`config.mk`:
```
export PLATFORM = sky130hd
export DESIGN_NAME = base85_custom_alphabet_decoder
export DESIGN_NICKNAME = d
export VERILOG_FILES = /design/src/design/b85d_pkg.sv /design/src/design/base85_custom_alphabet_decoder.sv /design/src/design/b85d_mac.sv
export SDC_FILE = /design/constraint.sdc
export NUM_CORES = 1
export LEC_CHECK = 0
export BUFFER_PORTS_ARGS = -buffer_cell sky130_fd_sc_hd__buf_2
export CORE_AREA = 2 2 176 178
export CTS_BUF_LIST = sky130_fd_sc_hd__clkbuf_16
export DETAILED_ROUTE_END_ITERATION = 6
export DIE_AREA = 0 0 178 180
export SETUP_SLACK_MARGIN = 0.15
export SYNTH_ARGS = -nofsm -noshare
export SYNTH_HDL_FRONTEND = slang
export SYNTH_SLANG_ARGS = --single-unit
```
`constraint.sdc`:
```
create_clock -name clk -period 11 [get_ports clk]
set_clock_uncertainty 0.05 [all_clocks]
set_input_delay 2.2 -clock clk [delete_from_list [all_inputs] [get_ports clk]]
set_output_delay 2.2 -clock clk [all_outputs]
set_load 0.01 [all_outputs]
```
`src/design/b85d_pkg.sv`:
```
// ----------------------------------------------------------------------------
// b85d_pkg: shared types and constants for the base85 decoder
// Item structs, sequencer states, multiply-add unit opcodes and the
// character-to-digit lookup for the custom 85-symbol alphabet.
// ----------------------------------------------------------------------------
`timescale 1ns / 1ps
`default_nettype none

package b85d_pkg;

  localparam int unsigned RADIX       = 85;
  localparam int unsigned DIGIT_W     = 7;
  localparam int unsigned ACC_W       = 33;  // holds up to 85^5 - 1
  localparam logic [DIGIT_W-1:0] PAD_DIGIT     = 7'd84;
  localparam logic [DIGIT_W-1:0] DIGIT_INVALID = 7'd127;

  localparam logic [RADIX*8-1:0] ALPHABET =
    "!w#$x&y()*+z-{/0123456789:|<}>?@ABCDEFGHIJKLMNOPQRSTUVWXYZ[~]^_abcdefghijklmnopqrstuv";

  localparam logic [1:0] ERR_INVALID_CHAR = 2'd0;
  localparam logic [1:0] ERR_OVERFLOW     = 2'd1;
  localparam logic [1:0] ERR_LONE_TAIL    = 2'd2;

  typedef struct packed {
    logic [7:0] in_char;
    logic       end_of_string;
  } b85d_in_t;

  typedef struct packed {
    logic [7:0] out_byte;
    logic       end_of_output;
    logic       error;
    logic [1:0] error_kind;
  } b85d_out_t;

  typedef enum logic [2:0] {
    S_IDLE,
    S_MAC,
    S_PAD,
    S_CHECK,
    S_EMIT,
    S_ERR
  } b85d_state_t;

  typedef enum logic [1:0] {
    MAC_HOLD,
    MAC_CLEAR,
    MAC_STEP
  } b85d_mac_op_t;

  typedef struct packed {
    b85d_mac_op_t       op;
    logic [DIGIT_W-1:0] digit;
  } b85d_mac_ctl_t;

  // Position of the character in the alphabet, or DIGIT_INVALID.
  function automatic logic [DIGIT_W-1:0] digit_of(input logic [7:0] c);
    logic [DIGIT_W-1:0] d;
    d = DIGIT_INVALID;
    for (int i = RADIX - 1; i >= 0; i--) begin
      if (ALPHABET[(RADIX-1-i)*8 +: 8] == c) begin
        d = DIGIT_W'(i);
      end
    end
    return d;
  endfunction

endpackage

`default_nettype wire

```
`src/design/base85_custom_alphabet_decoder.sv`:
```
// A non-final character is accepted in S_IDLE, then added by one multiply-add in S_MAC.
// A fifth digit adds a range check and four output bytes;
// a final tail of k digits adds 5-k pad multiply-adds, a range check, k-1 output bytes.
// A character is taken only once the last is done; output stalls hold the sequencer.
// Synchronous active-high reset clears the group, digit count and drop flag.
// ----------------------------------------------------------------------------
// base85_custom_alphabet_decoder: top level
// Sequencer around the shared multiply-add unit; emits decoded bytes and at most one
// error item per string, decoded combinationally from the registered state.
// ----------------------------------------------------------------------------
`timescale 1ns / 1ps
`default_nettype none

module base85_custom_alphabet_decoder
  import b85d_pkg::*;
(
  input  wire logic      clk,
  input  wire logic      rst,
  input  wire logic      in_valid,
  output logic           in_stall,
  input  wire b85d_in_t  in_item,
  output logic           out_valid,
  input  wire logic      out_stall,
  output b85d_out_t      out_item
);

  b85d_state_t        state, state_next;
  logic [DIGIT_W-1:0] digit, digit_next;
  logic               eos, eos_next;
  logic [2:0]         digits_held, digits_held_next;
  logic [1:0]         last_idx, last_idx_next;
  logic               last_flag, last_flag_next;
  logic [1:0]         byte_idx, byte_idx_next;
  logic               dropping, dropping_next;
  logic [1:0]         kind, kind_next;

  b85d_mac_ctl_t      mac_ctl;
  logic [ACC_W-1:0]   acc;
  logic [DIGIT_W-1:0] in_digit;
  logic               accept;

  b85d_mac u_mac (
    .clk (clk),
    .rst (rst),
    .ctl (mac_ctl),
    .acc (acc)
  );

  assign in_digit = digit_of(in_item.in_char);
  assign in_stall = (state != S_IDLE);
  assign accept   = in_valid && !in_stall;

  always_ff @(posedge clk) begin
    if (rst) begin
      state       <= S_IDLE;
      digits_held <= '0;
      dropping    <= 1'b0;
      byte_idx    <= '0;
    end else begin
      state       <= state_next;
      digits_held <= digits_held_next;
      dropping    <= dropping_next;
      byte_idx    <= byte_idx_next;
    end
  end

  always_ff @(posedge clk) begin
    digit     <= digit_next;
    eos       <= eos_next;
    last_idx  <= last_idx_next;
    last_flag <= last_flag_next;
    kind      <= kind_next;
  end

  always_comb begin
    state_next       = state;
    digit_next       = digit;
    eos_next         = eos;
    digits_held_next = digits_held;
    last_idx_next    = last_idx;
    last_flag_next   = last_flag;
    byte_idx_next    = byte_idx;
    dropping_next    = dropping;
    kind_next        = kind;
    mac_ctl.op       = MAC_HOLD;
    mac_ctl.digit    = digit;
    out_valid        = 1'b0;
    out_item         = '0;

    unique case (state)
      S_IDLE: begin
        if (accept) begin
          digit_next = in_digit;
          eos_next   = in_item.end_of_string;
          if (dropping) begin
            // drop characters until the end of the string
            if (in_item.end_of_string) begin
              dropping_next    = 1'b0;
              digits_held_next = '0;
              mac_ctl.op       = MAC_CLEAR;
            end
          end else if (in_digit == DIGIT_INVALID) begin
            kind_next  = ERR_INVALID_CHAR;
            state_next = S_ERR;
          end else begin
            state_next = S_MAC;
          end
        end
      end

      S_MAC: begin
        mac_ctl.op       = MAC_STEP;
        digits_held_next = digits_held + 3'd1;
        if (digits_held >= 3'd4) begin
          last_idx_next  = 2'd3;
          last_flag_next = eos;
          state_next     = S_CHECK;
        end else if (!eos) begin
          state_next = S_IDLE;
        end else if (digits_held == 3'd0) begin
          kind_next  = ERR_LONE_TAIL;
          state_next = S_ERR;
        end else begin
          // tail of k digits yields k-1 bytes
          last_idx_next  = digits_held[1:0] - 2'd1;
          last_flag_next = 1'b1;
          state_next     = S_PAD;
        end
      end

      S_PAD: begin
        mac_ctl.op       = MAC_STEP;
        mac_ctl.digit    = PAD_DIGIT;
        digits_held_next = digits_held + 3'd1;
        if (digits_held == 3'd4) begin
          state_next = S_CHECK;
        end
      end

      S_CHECK: begin
        byte_idx_next = '0;
        if (acc[ACC_W-1]) begin
          kind_next  = ERR_OVERFLOW;
          state_next = S_ERR;
        end else begin
          state_next = S_EMIT;
        end
      end

      S_EMIT: begin
        out_valid              = 1'b1;
        out_item.out_byte      = 8'(acc[31:0] >> {2'(2'd3 - byte_idx), 3'b000});
        out_item.end_of_output = last_flag && (byte_idx == last_idx);
        if (!out_stall) begin
          byte_idx_next = byte_idx + 2'd1;
          if (byte_idx == last_idx) begin
            mac_ctl.op       = MAC_CLEAR;
            digits_held_next = '0;
            state_next       = S_IDLE;
          end
        end
      end

      S_ERR: begin
        out_valid              = 1'b1;
        out_item.end_of_output = 1'b1;
        out_item.error         = 1'b1;
        out_item.error_kind    = kind;
        if (!out_stall) begin
          mac_ctl.op       = MAC_CLEAR;
          digits_held_next = '0;
          dropping_next    = !eos;
          state_next       = S_IDLE;
        end
      end

      default: begin
        state_next = S_IDLE;
      end
    endcase
  end

  // the digit count never passes four while waiting for a character
  assert property (@(posedge clk) disable iff (rst)
    state == S_IDLE |-> digits_held <= 3'd4)
    else $error("digit count out of range while idle");

  // a dropped character never starts any arithmetic
  assert property (@(posedge clk) disable iff (rst)
    accept && dropping |=> state == S_IDLE)
    else $error("dropped item left idle state");

  // data bytes never come out while dropping
  assert property (@(posedge clk) disable iff (rst)
    out_valid && !out_item.error |-> !dropping)
    else $error("data item emitted while dropping");

  // a group that ends its output leaves the accumulator and count cleared
  assert property (@(posedge clk) disable iff (rst)
    out_valid && !out_stall |=> state != S_IDLE || (acc == '0 && digits_held == 3'd0)
      || $past(state) == S_EMIT && $past(byte_idx) != $past(last_idx))
    else $error("group state not cleared after output");

endmodule

`default_nettype wire

```
`src/design/b85d_mac.sv`:
```
// ----------------------------------------------------------------------------
// b85d_mac: shared multiply-add unit
// Holds the group accumulator and updates it as acc * 85 + digit, one digit
// per cycle while the step opcode is given, for both real and pad digits.
// ----------------------------------------------------------------------------
`timescale 1ns / 1ps
`default_nettype none

module b85d_mac
  import b85d_pkg::*;
(
  input  wire logic             clk,
  input  wire logic             rst,
  input  wire b85d_mac_ctl_t    ctl,
  output logic [ACC_W-1:0]      acc
);

  // acc stays below 85^4 before a step, so the result fits in ACC_W bits
  logic [ACC_W-1:0] product;

  assign product = acc * ACC_W'(RADIX) + ACC_W'(ctl.digit);

  always_ff @(posedge clk) begin
    if (rst) begin
      acc <= '0;
    end else begin
      unique case (ctl.op)
        MAC_CLEAR: acc <= '0;
        MAC_STEP:  acc <= product;
        default:   acc <= acc;
      endcase
    end
  end

endmodule

`default_nettype wire
```
# After elaboration in Yosys (flattened, before gate mapping)
# Index checks and enable logic that the tools add are counted.
# Widths: inputs -> output; s select.
word_totals:
  regBits: 55
  input_bits: 13
  output_inout_bits: 14
  wordCells: 283
classes:
  add_sub_neg: 5
  n_mul: 1
  magnitude_cmp: 1
  eq_ne: 109
  shifts: 1
  muxes: 134
  reduce_logical: 22
ops:
  columns: ["op", "n"]
  rows:
  - ["$mux 7", 85]
  - ["$eq 7x8->1 const A", 61]
  - ["$eq 6x8->1 const A", 24]
  - ["$pmux 33 s2", 1]
  - ["$mux 3", 14]
  - ["$add 33x7->33", 1]
  - ["$mul 33x7->33 const B", 1]
  - ["$shr 32x5->8", 1]
  - ["$ne 2x2->1 const B", 13]
  - ["$mux 2", 11]
  - ["$pmux 3 s6", 1]
  - ["$mux 1", 14]
  - ["$pmux 3 s4", 1]
  - ["$eq 3x3->1 const B", 3]
  - ["$mux 8", 1]
  - ["$pmux 2 s4", 1]
  - ["$reduce_and 8->1", 1]
  - ["$reduce_bool 2->1", 4]
  - ["$eq 7x7->1 const B", 1]
  - ["$reduce_and 7->1", 1]
  - ["$eq 3x2->1 const B", 2]
  - ["$logic_not 3->1", 2]
  - ["$mux 6", 1]
  - ["$pmux 2 s3", 1]
  - ["20 further kinds", 27]

# Longest topological paths before layout
depth:
  ltp_word: 91
  mapped_depth: 20
  mapped_depth_nobuf: 19

# Cells and area by module
# Synthesis repeated with hierarchy kept, for this count alone.
hier_totals:
  hier_cells: 810
  hier_area_um2: 7240.7
modules_own_cells:
  columns: ["module", "instances", "cells_per_inst", "area_per_inst_um2", "seq_area_each_um2"]
  rows:
  - ["b85d_mac", 1, 518, 4884.7, 660.6]
  - ["base85_custom_alphabet_decoder", 1, 292, 2356.0, 570.5]

# Least setup slack after synthesis
# OpenSTA, ideal clock, no wires.
synth_timing:
  path_type: "flip-flop to flip-flop"
  startpoint: "register state[0]"
  endpoint: "register u_mac.acc[32]"
  setup_ps: 117
  arrival_ps: 4204
  required_time_ps: 10833
  path_slack_ps: 6630
  path_stages_with_launch: 21
  n_path_buf: 1
  cell_sequence: "dfxtp_1 clkbuf_1 inv_1 nand2_1 nor2_1 or2_2 ha_1 ha_1 inv_1 fa_1 inv_1 ha_1 nor2b_4 o31ai_2 a211oi_4 o21a_1 a31oi_1 o211a_1 o31ai_2 xnor2_1 a22o_1"
synth_between:
  elab_chain_len: 7
  word_cells_on_any_way: 17
  classes_between: "add/sub (1); eq/ne (6); mux (4); reduce/logical (6)"
synth_lines:
  columns: ["item", "line_no", "text"]
  rows:
  - ["start: declaration", "base85_custom_alphabet_decoder.sv:27", "b85d_state_t state, state_next;"]
  - ["start signal: assignment", "base85_custom_alphabet_decoder.sv:60", "state <= state_next;"]
  - ["branches (longest 7 deep; another with $add 33x7->33)", null, null]
  - ["end signal: assignment", "b85d_mac.sv:29", "MAC_STEP: acc <= product;"]
  - ["end: declaration", "b85d_mac.sv:15", "output logic [ACC_W-1:0] acc"]
# Parallel ways; which one is timed is not known.
# A chain may end at the register's enable or synchronous reset.

# Worst setup path in the final report
# Ends and elaborated chain as after synthesis.

==> run metrics <==
Nets=1,061; via-per-instance ratio=4.71; worst setup path start=state[0]; Yosys reg bits=55; crit-path leading delay family=compound AO/OA/AOI/OAI gates; Mapped Area=7440 um^2; count leader, synth=inv_1; Highest Clock Rate=197 MHz; Max clock buf depth=2; Power Density=89.4 nW/um^2; FFs w/ async S/R, synth=0; P_int=433 uW; Placement Cell Area=7910 um^2; CTS clk-pin slew, worst paths=0.08 ns; fin. max-slew vios=0; GRT Residual Overflow=0; Syn-to-layout area delta=8.32%; total vias in the final route=6,081; CTS tree=done; Clk pwr share=0.230; per-cell routed wire length=13.9 um; FF-to-FF Start=state[0]; H-tree depth=2; NetSw=288 uW; core area=30,200 um^2; CP peak stage delay=0.52 ns; Worst VDD drop=0.0593 mV; arrival time worst endpoint=5.21 ns; Final Hold Fails=0; CTS Hold Buffers Added=0; top cells by area, synth=ha_1, fa_1, dfxtp_1; leakage power=0.00380 uW; Syn Area/Cell=8.30 um^2; Worst Slack Setup Final=5.92 ns; Placer Congestion=0.887; relative slew slack=0.232; largest net degree at the start of global routing=41; total of max-cap violations=0; post-synth top area share=0.161; CP endpoint kind=register; FP Rows=64; Post-synth top flop=dfxtp_1; first-pass GRT wire length=30,300 um; Syn Nets=1,064; Setup Crit Path Kind=register to register; critical path fanouts, max=14; CP max stage cell=fa_1; dpl hpwl=14,000 um; DP Worst Slack=5.82 ns; # IOs=27; Iter 0 DRT Violations=495; total wire length=17,900 um; outcome=finished, final reports clean; die width=178 um; Clock Latency Late Sink=0.30 ns; CP most frequent cell=inv_1; final worst-path cycle share=0.461; Final Setup Violations=0; layout cells sized above 1=0.0749; worst hold path startpoint=digits_held[0]; Worst Setup Start Kind=register; post-CTS setup buffer count=0; Global Route Usage Sum=0.116; Sw Ratio=0.400; Initial Util=0.246; RSZ-0062 raised after global routing=no; Seq pwr share=0.353; final instance area=8060 um^2; worst-path cell chain=inv_1 -> nand2_1 -> nor2_1 -> nor2b_1 -> ha_1 -> fa_1 -> inv_1 -> fa_1 -> inv_1 -> ha_1 -> o31ai_2 -> a211oi_4 -> o21a_1 -> a31oi_1 -> o211a_1 -> o31ai_2 -> xnor2_1 -> a22o_1; DRT Pass-1 Iters=5; Seq/Total Area, Yosys=0.165; dominant cell type by area after synthesis=ha_1; Root Driver=clkbuf_16; CTS Buf Count=5; Gate Count Post-Synth=897; Resize count post-CTS=0; top post-synthesis cells by count=inv_1, ha_1, nor2_1; Netlist cell types=77; Warnings, synthesis=0; I/O Buffers=26; clock sink count=55; min cycle time layout=5.08 ns; worst min-delay path class=register to register; number of synthesized flops with an enable pin=13; Tot Pwr=720 uW; combinational power share=0.417; CP required=11.14 ns; diode count=0; Die Height=180 um; # DRC=0; ANT nets after route=0; sum of negative setup slack=0 ns; Buf/Inv on CP=3; initial antenna violation count=0; vias in the first global route=5,856; Die ar.=32,000 um^2; slew at the pin closest to its max-slew limit=1.15 ns
metrics by stage:
stage	std cells	util	hold WS (ns)
after global routing	1291	0.267	0.479
after detailed placement	1283	0.262	0.449
after floorplan	897	-	0.414
after global placement	1283	0.262	0.432
after CTS	1291	0.267	0.468
final	1291	0.267	0.460
sequential cells by signal (all words and copies together), names as in the netlist:
register	cells
digit	7
kind	2
last_idx	2
eos	1
digits_held	3
byte_idx	2
state	3
u_mac.acc	33
last_flag	1
dropping	1
final timing paths:
kind	end	slack, ns	cells past startpoint
setup / recovery	u_mac.acc[32]	5.92	18
hold / removal	last_idx[0]	0.46	1
setup reg to reg	u_mac.acc[32]	5.92	18
hold reg to reg	last_idx[0]	0.46	1
worst reg2reg max path, delay by kind of cell, from the launching register on:
family,cells,cell delay (ns)
AOI/OAI and AO/OA,7,1.72
xor gates and xnor gates,1,0.14
adders and majority gates,4,1.54
buffers and inverters,3,0.50
DFF,1,0.43
and+or+nand+nor,3,0.59
power by group through the flow:
stage                     Clock [uW]  Sequential (uW)  Combinational, uW
after global placement             0              259                295
final                            166              254                300
after floorplan                    0              243                247
after detailed placement           0              259                298
after global routing             179              257                340
after CTS                        170              255                301
per-layer routing:
layer / vias to the layer above / share of wire / global-route usage
met5: - / 0 / 0
met4: 0 / 0.011 / 0.0223
met3: 12 / 0.050 / 0.0188
met2: 148 / 0.46 / 0.189
met1: 2881 / 0.48 / 0.162
li1: 3040 / - / -
layout by cell type (no fill, tap or decap), drive strengths merged, types with 3 or more instances in the layout:
| master | netlist | layout |
|---|---|---|
| fa | 58 | 58 |
| nor3b | 5 | 5 |
| or3 | 8 | 8 |
| ha | 96 | 96 |
| nor2b | 16 | 16 |
| and3 | 12 | 12 |
| xor2 | 12 | 12 |
| nor3 | 20 | 20 |
| clkbuf | 23 | 5 |
| nor4 | 3 | 3 |
| o21a | 12 | 12 |
| a211oi | 6 | 6 |
| a32oi | 7 | 7 |
| a21o | 8 | 8 |
| o21ai | 48 | 48 |
| o211ai | 8 | 8 |
| nand2 | 49 | 49 |
| xnor2 | 21 | 21 |
| edfxtp | 13 | 13 |
| dfxtp | 42 | 42 |
| or2 | 7 | 7 |
| nor2 | 80 | 80 |
| mux4 | 8 | 8 |
| a21oi | 60 | 60 |
| inv | 163 | 165 |
| buf | 13 | 26 |
| a22oi | 8 | 8 |
| o31ai | 8 | 8 |
| a21boi | 3 | 3 |
| a31oi | 10 | 10 |
| o22ai | 5 | 5 |
| a22o | 8 | 8 |
| nand3 | 8 | 8 |
| nand2b | 12 | 12 |
| o31a | 3 | 3 |
| nand3b | 4 | 4 |
cell type report:
class | count | area [um^2]
sequential | 55 | 1230
inverter | 164 | 616
multi-input combinational | 642 | 5440
clock inverter | 3 | 26.3
timing repair buffer | 26 | 130
clock buffer | 5 | 125
fill | 3260 | 22100
tap | 396 | 495
kinds of logic after synthesis:
family | count (synthesis) | share of synthesized area
and+or+nand+nor | 231 | 0.156
AOI/OAI and AO/OA | 214 | 0.192
buffers and inverters | 200 | 0.104
adders and majority gates | 154 | 0.317
DFF | 55 | 0.165
xor gates and xnor gates | 33 | 0.0388
muxes | 10 | 0.0269
Note: power is estimated with default switching activity, not from simulation.
